[config.mk]
export PLATFORM = sky130hd
export DESIGN_NAME = encoder_detent_step_accumulator
export DESIGN_NICKNAME = d
export VERILOG_FILES = /design/src/design/edsa_pkg.sv /design/src/design/edsa_serdiv.sv /design/src/design/encoder_detent_step_accumulator.sv
export SDC_FILE = /design/constraint.sdc
export NUM_CORES = 1
export LEC_CHECK = 0
export ABC_AREA = 1
export BUFFER_PORTS_ARGS = -buffer_cell sky130_fd_sc_hd__buf_2
export CAP_MARGIN = 25
export CORE_MARGIN = 4
export CORE_UTILIZATION = 55
export CTS_CLUSTER_SIZE = 12
export DETAILED_ROUTE_END_ITERATION = 6
export PLACE_DENSITY = 0.73
export SLEW_MARGIN = 25
export SYNTH_ARGS = -nofsm -noshare
export SYNTH_HDL_FRONTEND = slang
export SYNTH_HIERARCHICAL = 1
export SYNTH_SLANG_ARGS = --single-unit
[constraint.sdc]
create_clock -name clk -period 10.8 [get_ports clk]
set_input_delay 1.62 -clock clk [delete_from_list [all_inputs] [get_ports clk]]
set_output_delay 1.62 -clock clk [all_outputs]
set_load 0.01 [all_outputs]
[src/design/edsa_pkg.sv]
// Shared types and fixed field widths for the encoder detent step accumulator.
// Used by the serial divider and the top level; depends on nothing else.
package edsa_pkg;

    // Widths fixed by the external fields.
    localparam int FIELD_W  = 32;
    localparam int DETENT_W = 16;

    // Top-level sequencer states, one-hot.
    typedef enum logic [4:0] {
        S_IDLE = 5'b00001,
        S_ACC  = 5'b00010,
        S_MAG  = 5'b00100,
        S_DIV  = 5'b01000,
        S_FIN  = 5'b10000
    } edsa_state_t;

    // Request from the sequencer to the serial divider.
    typedef struct packed {
        logic                start;
        logic [DETENT_W-1:0] divisor;
    } edsa_div_ctrl_t;

    // Status returned by the serial divider.
    typedef struct packed {
        logic busy;
        logic done;
        logic q_nonzero;
    } edsa_div_stat_t;

endpackage

[src/design/edsa_serdiv.sv]
// Bit-serial restoring divider: unsigned magnitude by a 16-bit divisor.
// One quotient bit per cycle; depends on edsa_pkg for widths and the control structs.
module edsa_serdiv #(
    parameter int VALUE_WIDTH = 32
) (
    input  logic                           clk,
    input  logic                           rst_n,
    input  edsa_pkg::edsa_div_ctrl_t       ctrl,
    input  logic [VALUE_WIDTH-1:0]         dividend,
    output edsa_pkg::edsa_div_stat_t       stat,
    output logic [VALUE_WIDTH-1:0]         quotient,
    output logic [edsa_pkg::DETENT_W-1:0]  remainder
);
    import edsa_pkg::*;

    localparam int CW = $clog2(VALUE_WIDTH + 1);

    logic [VALUE_WIDTH-1:0] quo_reg;
    logic [DETENT_W-1:0]    rem_reg;
    logic [DETENT_W-1:0]    dvs_reg;
    logic [CW-1:0]          cnt_reg;
    logic                   busy_reg;
    logic                   done_reg;
    logic                   qnz_reg;

    logic [DETENT_W:0]      trial;
    logic                   qbit;
    logic [DETENT_W:0]      diff;
    logic [DETENT_W-1:0]    rem_next;
    logic [VALUE_WIDTH-1:0] quo_next;

    // One restoring step: bring down the next dividend bit and try the subtraction.
    always_comb
    begin
        trial    = {rem_reg, quo_reg[VALUE_WIDTH-1]};
        diff     = trial - {1'b0, dvs_reg};
        qbit     = (trial >= {1'b0, dvs_reg});
        rem_next = qbit ? diff[DETENT_W-1:0] : trial[DETENT_W-1:0];
        quo_next = {quo_reg[VALUE_WIDTH-2:0], qbit};
    end

    // Control: bit counter, busy and a one-cycle done pulse.
    always_ff @(posedge clk or negedge rst_n)
    begin
        if (!rst_n)
        begin
            cnt_reg  <= '0;
            busy_reg <= 1'b0;
            done_reg <= 1'b0;
            qnz_reg  <= 1'b0;
        end
        else if (ctrl.start)
        begin
            cnt_reg  <= CW'(VALUE_WIDTH);
            busy_reg <= 1'b1;
            done_reg <= 1'b0;
            qnz_reg  <= 1'b0;
        end
        else if (busy_reg)
        begin
            cnt_reg <= cnt_reg - 1'b1;
            qnz_reg <= qnz_reg | qbit;
            if (cnt_reg == CW'(1))
            begin
                busy_reg <= 1'b0;
                done_reg <= 1'b1;
            end
        end
        else
        begin
            done_reg <= 1'b0;
        end
    end

    // Datapath: the quotient shifts in where the dividend shifts out.
    always_ff @(posedge clk)
    begin
        if (ctrl.start)
        begin
            quo_reg <= dividend;
            rem_reg <= '0;
            dvs_reg <= ctrl.divisor;
        end
        else if (busy_reg)
        begin
            quo_reg <= quo_next;
            rem_reg <= rem_next;
        end
    end

    assign stat.busy      = busy_reg;
    assign stat.done      = done_reg;
    assign stat.q_nonzero = qnz_reg;
    assign quotient       = quo_reg;
    assign remainder      = rem_reg;

endmodule

[src/design/encoder_detent_step_accumulator.sv]
// Top level of the encoder detent step accumulator: sequencer, state and output register.
// Depends on edsa_pkg and instantiates the bit-serial divider edsa_serdiv.
//
//  channel   signals                          width  direction
//  sample    sample_valid/sample_stall/position  32  in  (block drives stall)
//  step      step_valid/step_stall/steps         32  out (sink drives stall)
//  config    cfg_valid/cfg_ready/detent_size     16  in
//
// A primed sample passes through ACC, MAG, DIV and FIN, and the block takes
// no new sample until it is back in IDLE; in DIV the serial divider produces one
// quotient bit per cycle. The very first sample after reset only records the
// position. Reset leaves the divisor at 1 and the residue at zero. A stalled
// result waits in the output register while the next sample is taken; the
// sequencer holds only if a second result is ready before the first has gone.
module encoder_detent_step_accumulator #(
    parameter int VALUE_WIDTH = 32
) (
    input  logic                                 clk,
    input  logic                                 rst_n,
    input  logic                                 sample_valid,
    output logic                                 sample_stall,
    input  logic signed [edsa_pkg::FIELD_W-1:0]  position,
    output logic                                 step_valid,
    input  logic                                 step_stall,
    output logic signed [edsa_pkg::FIELD_W-1:0]  steps,
    input  logic                                 cfg_valid,
    output logic                                 cfg_ready,
    input  logic [edsa_pkg::DETENT_W-1:0]        detent_size
);
    import edsa_pkg::*;

    localparam int QW = (VALUE_WIDTH > FIELD_W) ? VALUE_WIDTH : FIELD_W;

    edsa_state_t state_reg, state_next;

    logic                   primed_reg;
    logic [DETENT_W-1:0]    detent_reg;
    logic [VALUE_WIDTH-1:0] pos_reg;
    logic [VALUE_WIDTH-1:0] prev_reg;
    logic [VALUE_WIDTH-1:0] acc_reg;
    logic [VALUE_WIDTH-1:0] residue_reg;
    logic                   neg_reg;
    logic                   step_valid_reg;
    logic [FIELD_W-1:0]     step_reg;

    logic                   sample_beat;
    logic                   out_free;
    logic signed [63:0]     pos64;
    logic [VALUE_WIDTH-1:0] pos_ext;
    logic [VALUE_WIDTH-1:0] mag;
    logic [QW-1:0]          q_wide;
    logic [FIELD_W-1:0]     q32;
    logic [VALUE_WIDTH-1:0] r_wide;

    edsa_div_ctrl_t         div_ctrl;
    edsa_div_stat_t         div_stat;
    logic [VALUE_WIDTH-1:0] quotient;
    logic [DETENT_W-1:0]    remainder;

    // Handshakes and operand shaping.
    always_comb
    begin
        sample_stall = (state_reg != S_IDLE);
        cfg_ready    = (state_reg == S_IDLE);
        sample_beat  = sample_valid && !sample_stall;
        out_free     = !step_valid_reg || !step_stall;
        pos64        = 64'(position);
        pos_ext      = pos64[VALUE_WIDTH-1:0];
        mag          = acc_reg[VALUE_WIDTH-1] ? (~acc_reg + 1'b1) : acc_reg;
        q_wide       = QW'(quotient);
        q32          = q_wide[FIELD_W-1:0];
        r_wide       = VALUE_WIDTH'(remainder);
        div_ctrl.start   = (state_reg == S_MAG);
        div_ctrl.divisor = (detent_reg == '0) ? DETENT_W'(1) : detent_reg;
    end

    // Sequencer.
    always_comb
    begin
        state_next = state_reg;
        unique case (state_reg)
            S_IDLE: if (sample_beat && primed_reg) state_next = S_ACC;
            S_ACC:  state_next = S_MAG;
            S_MAG:  state_next = S_DIV;
            S_DIV:  if (div_stat.done) state_next = S_FIN;
            S_FIN:  if (!div_stat.q_nonzero || out_free) state_next = S_IDLE;
            default: state_next = S_IDLE;
        endcase
    end

    // Control state: sequencer, primed flag, divisor register, output valid.
    always_ff @(posedge clk or negedge rst_n)
    begin
        if (!rst_n)
        begin
            state_reg      <= S_IDLE;
            primed_reg     <= 1'b0;
            detent_reg     <= DETENT_W'(1);
            step_valid_reg <= 1'b0;
        end
        else
        begin
            state_reg <= state_next;
            if (sample_beat)
                primed_reg <= 1'b1;
            if (cfg_valid && cfg_ready)
                detent_reg <= detent_size;
            if (state_reg == S_FIN && div_stat.q_nonzero && out_free)
                step_valid_reg <= 1'b1;
            else if (step_valid_reg && !step_stall)
                step_valid_reg <= 1'b0;
        end
    end

    // Position history and the residue accumulator.
    always_ff @(posedge clk or negedge rst_n)
    begin
        if (!rst_n)
        begin
            prev_reg    <= '0;
            residue_reg <= '0;
        end
        else
        begin
            if (sample_beat && !primed_reg)
                prev_reg <= pos_ext;
            else if (state_reg == S_ACC)
                prev_reg <= pos_reg;
            if (state_reg == S_FIN)
            begin
                if (!div_stat.q_nonzero)
                    residue_reg <= acc_reg;
                else if (out_free)
                    residue_reg <= neg_reg ? (~r_wide + 1'b1) : r_wide;
            end
        end
    end

    // Working registers and the output payload.
    always_ff @(posedge clk)
    begin
        if (sample_beat)
            pos_reg <= pos_ext;
        if (state_reg == S_ACC)
            acc_reg <= residue_reg + (pos_reg - prev_reg);
        if (state_reg == S_MAG)
            neg_reg <= acc_reg[VALUE_WIDTH-1];
        if (state_reg == S_FIN && div_stat.q_nonzero && out_free)
            step_reg <= neg_reg ? (~q32 + 1'b1) : q32;
    end

    edsa_serdiv #(
        .VALUE_WIDTH (VALUE_WIDTH)
    ) u_div (
        .clk       (clk),
        .rst_n     (rst_n),
        .ctrl      (div_ctrl),
        .dividend  (mag),
        .stat      (div_stat),
        .quotient  (quotient),
        .remainder (remainder)
    );

    assign step_valid = step_valid_reg;
    assign steps      = step_reg;

    // While the sequencer waits on the divider, the divider must be running or finishing.
    a_div_active: assert property (@(posedge clk) disable iff (!rst_n)
        (state_reg == S_DIV) |-> (div_stat.busy || div_stat.done))
        else $error("sequencer waits on an idle divider");

    // A new result only ever comes from the finishing state.
    a_result_src: assert property (@(posedge clk) disable iff (!rst_n)
        $rose(step_valid_reg) |-> $past(state_reg == S_FIN))
        else $error("result raised outside the finishing state");

    // The first sample after reset only primes the block.
    a_prime: assert property (@(posedge clk) disable iff (!rst_n)
        (sample_beat && !primed_reg) |=> (state_reg == S_IDLE && primed_reg))
        else $error("first sample did not just prime the block");

endmodule
* After elaboration in Yosys (flattened, before gate mapping)
Index checks and enable logic that the tools add are counted.
** Storage, ports and cells
- Memories :: 0
- Latch bits :: 0
- Register bits :: 257
- Output and inout bits :: 35
- Memory bits (writable) :: 0
- ROM bits :: 0
- Logic and storage cells :: 87
- Input port bits :: 53
** Operators by class
- Multipliers :: 0
- $lt $le $gt $ge :: 1
- Bitwise operators :: 4
- Eq/ne operators :: 12
- Muxes and demuxes :: 26
- Add/subtract/negate cells :: 7
- Reduce and logical (&&, ||, !) cells :: 20
- Shift-type cells :: 0
- Div/mod/pow operators :: 0
** Operator list (number)
- $mux 32 :: 9
- $add 32x1->32 const B :: 3
- $not 32->32 :: 2
- $add 32x32->32 :: 1
- $not 16->32 :: 1
- $sub 32x32->32 :: 1
- $pmux 5 s5 :: 1
- $ge 17x16->1 :: 1
- $logic_not 16->1 :: 1
- $mux 16 :: 1
- $sub 16x16->16 :: 1
- $mux 5 :: 3
- $mux 6 :: 2
- $mux 1 :: 10
- $logic_and 1x1->1 :: 7
- $eq 6x1->1 const B :: 1
- $reduce_bool 2->1 :: 3
- $sub 6x1->6 const B :: 1
- $eq 5x1->1 const B :: 1
- $eq 5x2->1 const B :: 1
- $eq 5x3->1 const B :: 1
- $eq 5x4->1 const B :: 1
- $eq 5x5->1 const B :: 1
- $logic_not 1->1 :: 5
- other kinds (8) :: 11

* Depth between registers and ports, before layout
- Depth after elaboration :: 6
- Mapped depth :: 15
- Mapped depth without buffers :: 15

* Modules after synthesis
The synthesis kept the hierarchy.
** Modules (own cells, without submodules)
- encoder_detent_step_accumulator :: area an instance 12619.6 sq um, times used 1, sequential area each 5092.4 sq um, cells an instance 1651
- edsa_serdiv :: area an instance 4167.7 sq um, times used 1, sequential area each 1986.9 sq um, cells an instance 523

* Worst setup path after synthesis
No wires, ideal clock.
- Kind :: input -> register
- From :: input port step_stall
- To :: register step_reg[0] (netlist: steps[0]), enable pin
- Library setup time :: 468 ps
- Arrival time :: 4079 ps
- Path buffers :: 0
- Required time :: 10332 ps
- Path slack :: 6253 ps
- Cell stages on the path :: 2
- Path through :: nand2_1 > nor3b_1
** On the way
- Longest elaborated chain between the ends :: 3
** RTL lines
- from (decl) :: line encoder_detent_step_accumulator.sv:24 : input logic step_stall,
- $logic_not 1->1 :: line encoder_detent_step_accumulator.sv:66 : out_free = !step_valid_reg || !step_stall;
- $logic_or 1x1->1 :: line encoder_detent_step_accumulator.sv:66
- $logic_and 1x1->1 :: line encoder_detent_step_accumulator.sv:148 : if (state_reg == S_FIN && div_stat.q_nonzero && out_free)
- to (signal assigned) :: line encoder_detent_step_accumulator.sv:149 : step_reg <= neg_reg ? (~q32 + 1'b1) : q32;
- to (decl) :: line encoder_detent_step_accumulator.sv:44 : logic [FIELD_W-1:0] step_reg;
No other way between the ends.
A chain may end at the register's enable or synchronous reset.

* Final worst setup path
- From :: register state_reg[0]
- To :: output port cfg_ready
** On the way
- Longest elaborated chain between the ends :: 1
** RTL lines
- from (decl) :: line encoder_detent_step_accumulator.sv:34 : edsa_state_t state_reg, state_next;
- from (signal assigned) :: line encoder_detent_step_accumulator.sv:103 : state_reg <= state_next;
- $eq 5x1->1 :: line encoder_detent_step_accumulator.sv:64 : cfg_ready = (state_reg == S_IDLE);
- to (decl) :: line encoder_detent_step_accumulator.sv:27 : output logic cfg_ready,
No other way between the ends.

==> summary.txt <==
CP peak stage delay: 540 ps
antenna violations before repair: 0
Yosys warning total: 6
input/output buffers: 87
fmax: 313 MHz
post-CTS resize count: 0
Syn Inst Count: 2173
Tmin final: 3190 ps
Final Hold Vio Count: 0
first-pass GRT wire length: 67500 um
pre-CTS worst setup slack: 6910 ps
top-level port count: 88
vias post-DR: 13700
GRT overflow: 0
CP Class: reg2out
Met2 Wirelength: 18100 um
die width: 183 um
CP Data Required Time: 9180 ps
HPWL Detailed: 32200 um
max_slew headroom: 44.5%
measured slew at the worst slew-check pin: 832 ps
register area: 7080 um^2
commonest non-fill, non-tap cell in the layout: nand2_1
Worst Setup Start Kind: register
Setup Viol. Count Final: 0
Worst-path clk slew: 50 ps
Net Count, Synth: 2312
Top Layer Used: met4
P_leak: 9.25 nW
post-route setup slack: 7610 ps
GRT Util Overall: 24.7%
Mean Syn Cell Area: 7.72 um^2
final-report max-slew violation count: 0
Root Buffer: clkbuf_16
Peak VDD IR: 251 uV
met3 WL: 2330 um
CTS tree: yes
H-tree depth: 1
antenna cells: 0
share of layout cells above drive strength 1: 8.83%
vias in the first global route: 13200
RD Place Congestion: 0.954
run status: finished clean
die height: 183 um
fillcell total: 2773
clock tree buffer depth: 3
Multi-input gate area: 7870 um^2
initial core utilization: 56.2%
CP Cell Sequence: inv_2, nor2_4, nand3_4, inv_2, buf_2
core region area: 29900 um^2
Max stage delay cell, worst path: dfstp_2
RSZ-0062 raised after global routing: false
Max-Cap Viols: 0
Wirelength per Cell: 15.5 um
row cnt: 63
Period Utilization, post-route: 29.6%
CP Data Arrival Time: 1570 ps
fin nets: 2371
commonest non-fill, non-tap cells in the layout: 648 x nand2_1, 390 x inv_1, 182 x nand3_1
Pwr per Cell Area: 353 nW/um^2
DRT met1 WL: 19600 um
Post-CTS Hold Fix Bufs: 0
Via density: 5.18
most used cell, CP: inv_2
antenna-violating nets left: 0
Inserted Clock Buffers: 28
CP max FO: 4
drt total wl: 41000 um
drt first pass iters: 5
Worst Skew: 14.0 ps
drt drc: 0
pin count of the biggest net entering global routing: 67
Post-Syn Area: 16800 um^2
Hold Crit Class: reg2reg
Clock Latency Late Sink: 540 ps
Setup Buffers After CTS: 0
DIE AREA: 33400 um^2
Critical Path End Type: primary output
Setup TNS: 0 ps
Layout Utilization: 61.3%
Tot Pwr: 6.46 mW
Sink Count: 257
Area Overhead vs Synth: 9.14%
Initial DRC Count: 1014
==> power by group <==
| part | leakage [nW] | total, mW | switching, mW | internal, mW |
|---|---|---|---|---|
| combinational | 6.23 | 3.64 | 2.37 | 1.27 |
| sequential | 2.61 | 1.94 | 0.346 | 1.59 |
| clock | 0.414 | 0.894 | 0.369 | 0.525 |
==> critical path, delay by kind of cell (launching register included) <==
family	cells	cell delay [ps]
flip-flops	1	540
buffers and inverters	3	310
AND/OR/NAND/NOR	2	190
==> area by class of cell <==
cell class	count	area share, %
Multi-Input combinational cell	1449	43.0
Sequential cell	257	38.7
Inverter	399	8.18
Clock buffer	49	4.60
Timing Repair Buffer	97	2.84
Tap cell	390	2.66
Clock inverter	3	0.0956
==> final timing paths <==
path                                           start                      endpoint  slack, ps  cells after the start
min reg2reg                detent_reg[5]$_DFFE_PN0P_    u_div/dvs_reg[5]$_DFFE_PP_        470                      0
max                         state_reg[0]$_DFFE_PN1P_                     cfg_ready       7610                      5
min in group asynchronous                      rst_n        primed_reg$_DFFE_PN0P_       1050                      1
min                        detent_reg[5]$_DFFE_PN0P_    u_div/dvs_reg[5]$_DFFE_PP_        470                      0
max reg2reg                 state_reg[1]$_DFFE_PN0P_  u_div/quotient[30]$_DFFE_PP_       8140                      6
max in group asynchronous                      rst_n   residue_reg[27]$_DFFE_PN0P_       8550                      2
==> stage by stage <==
stage | hold slack (ps) | cell area (um^2) | std cells
final | 469 | 18300 | 2644
after global routing | 489 | 18300 | 2644
after CTS | 470 | 18300 | 2644
after detailed placement | 456 | 17400 | 2592
after global placement | 455 | 17400 | 2591
after floorplan | 449 | 16800 | 2173
==> per-layer routing <==
layer	up-vias	track usage, %
met5	-	0
met3	54	3.51
met4	0	5.55
met1	6331	36.7
li1	6950	-
met2	354	38.9
No activity file was read; power rests on OpenSTA's default activity.
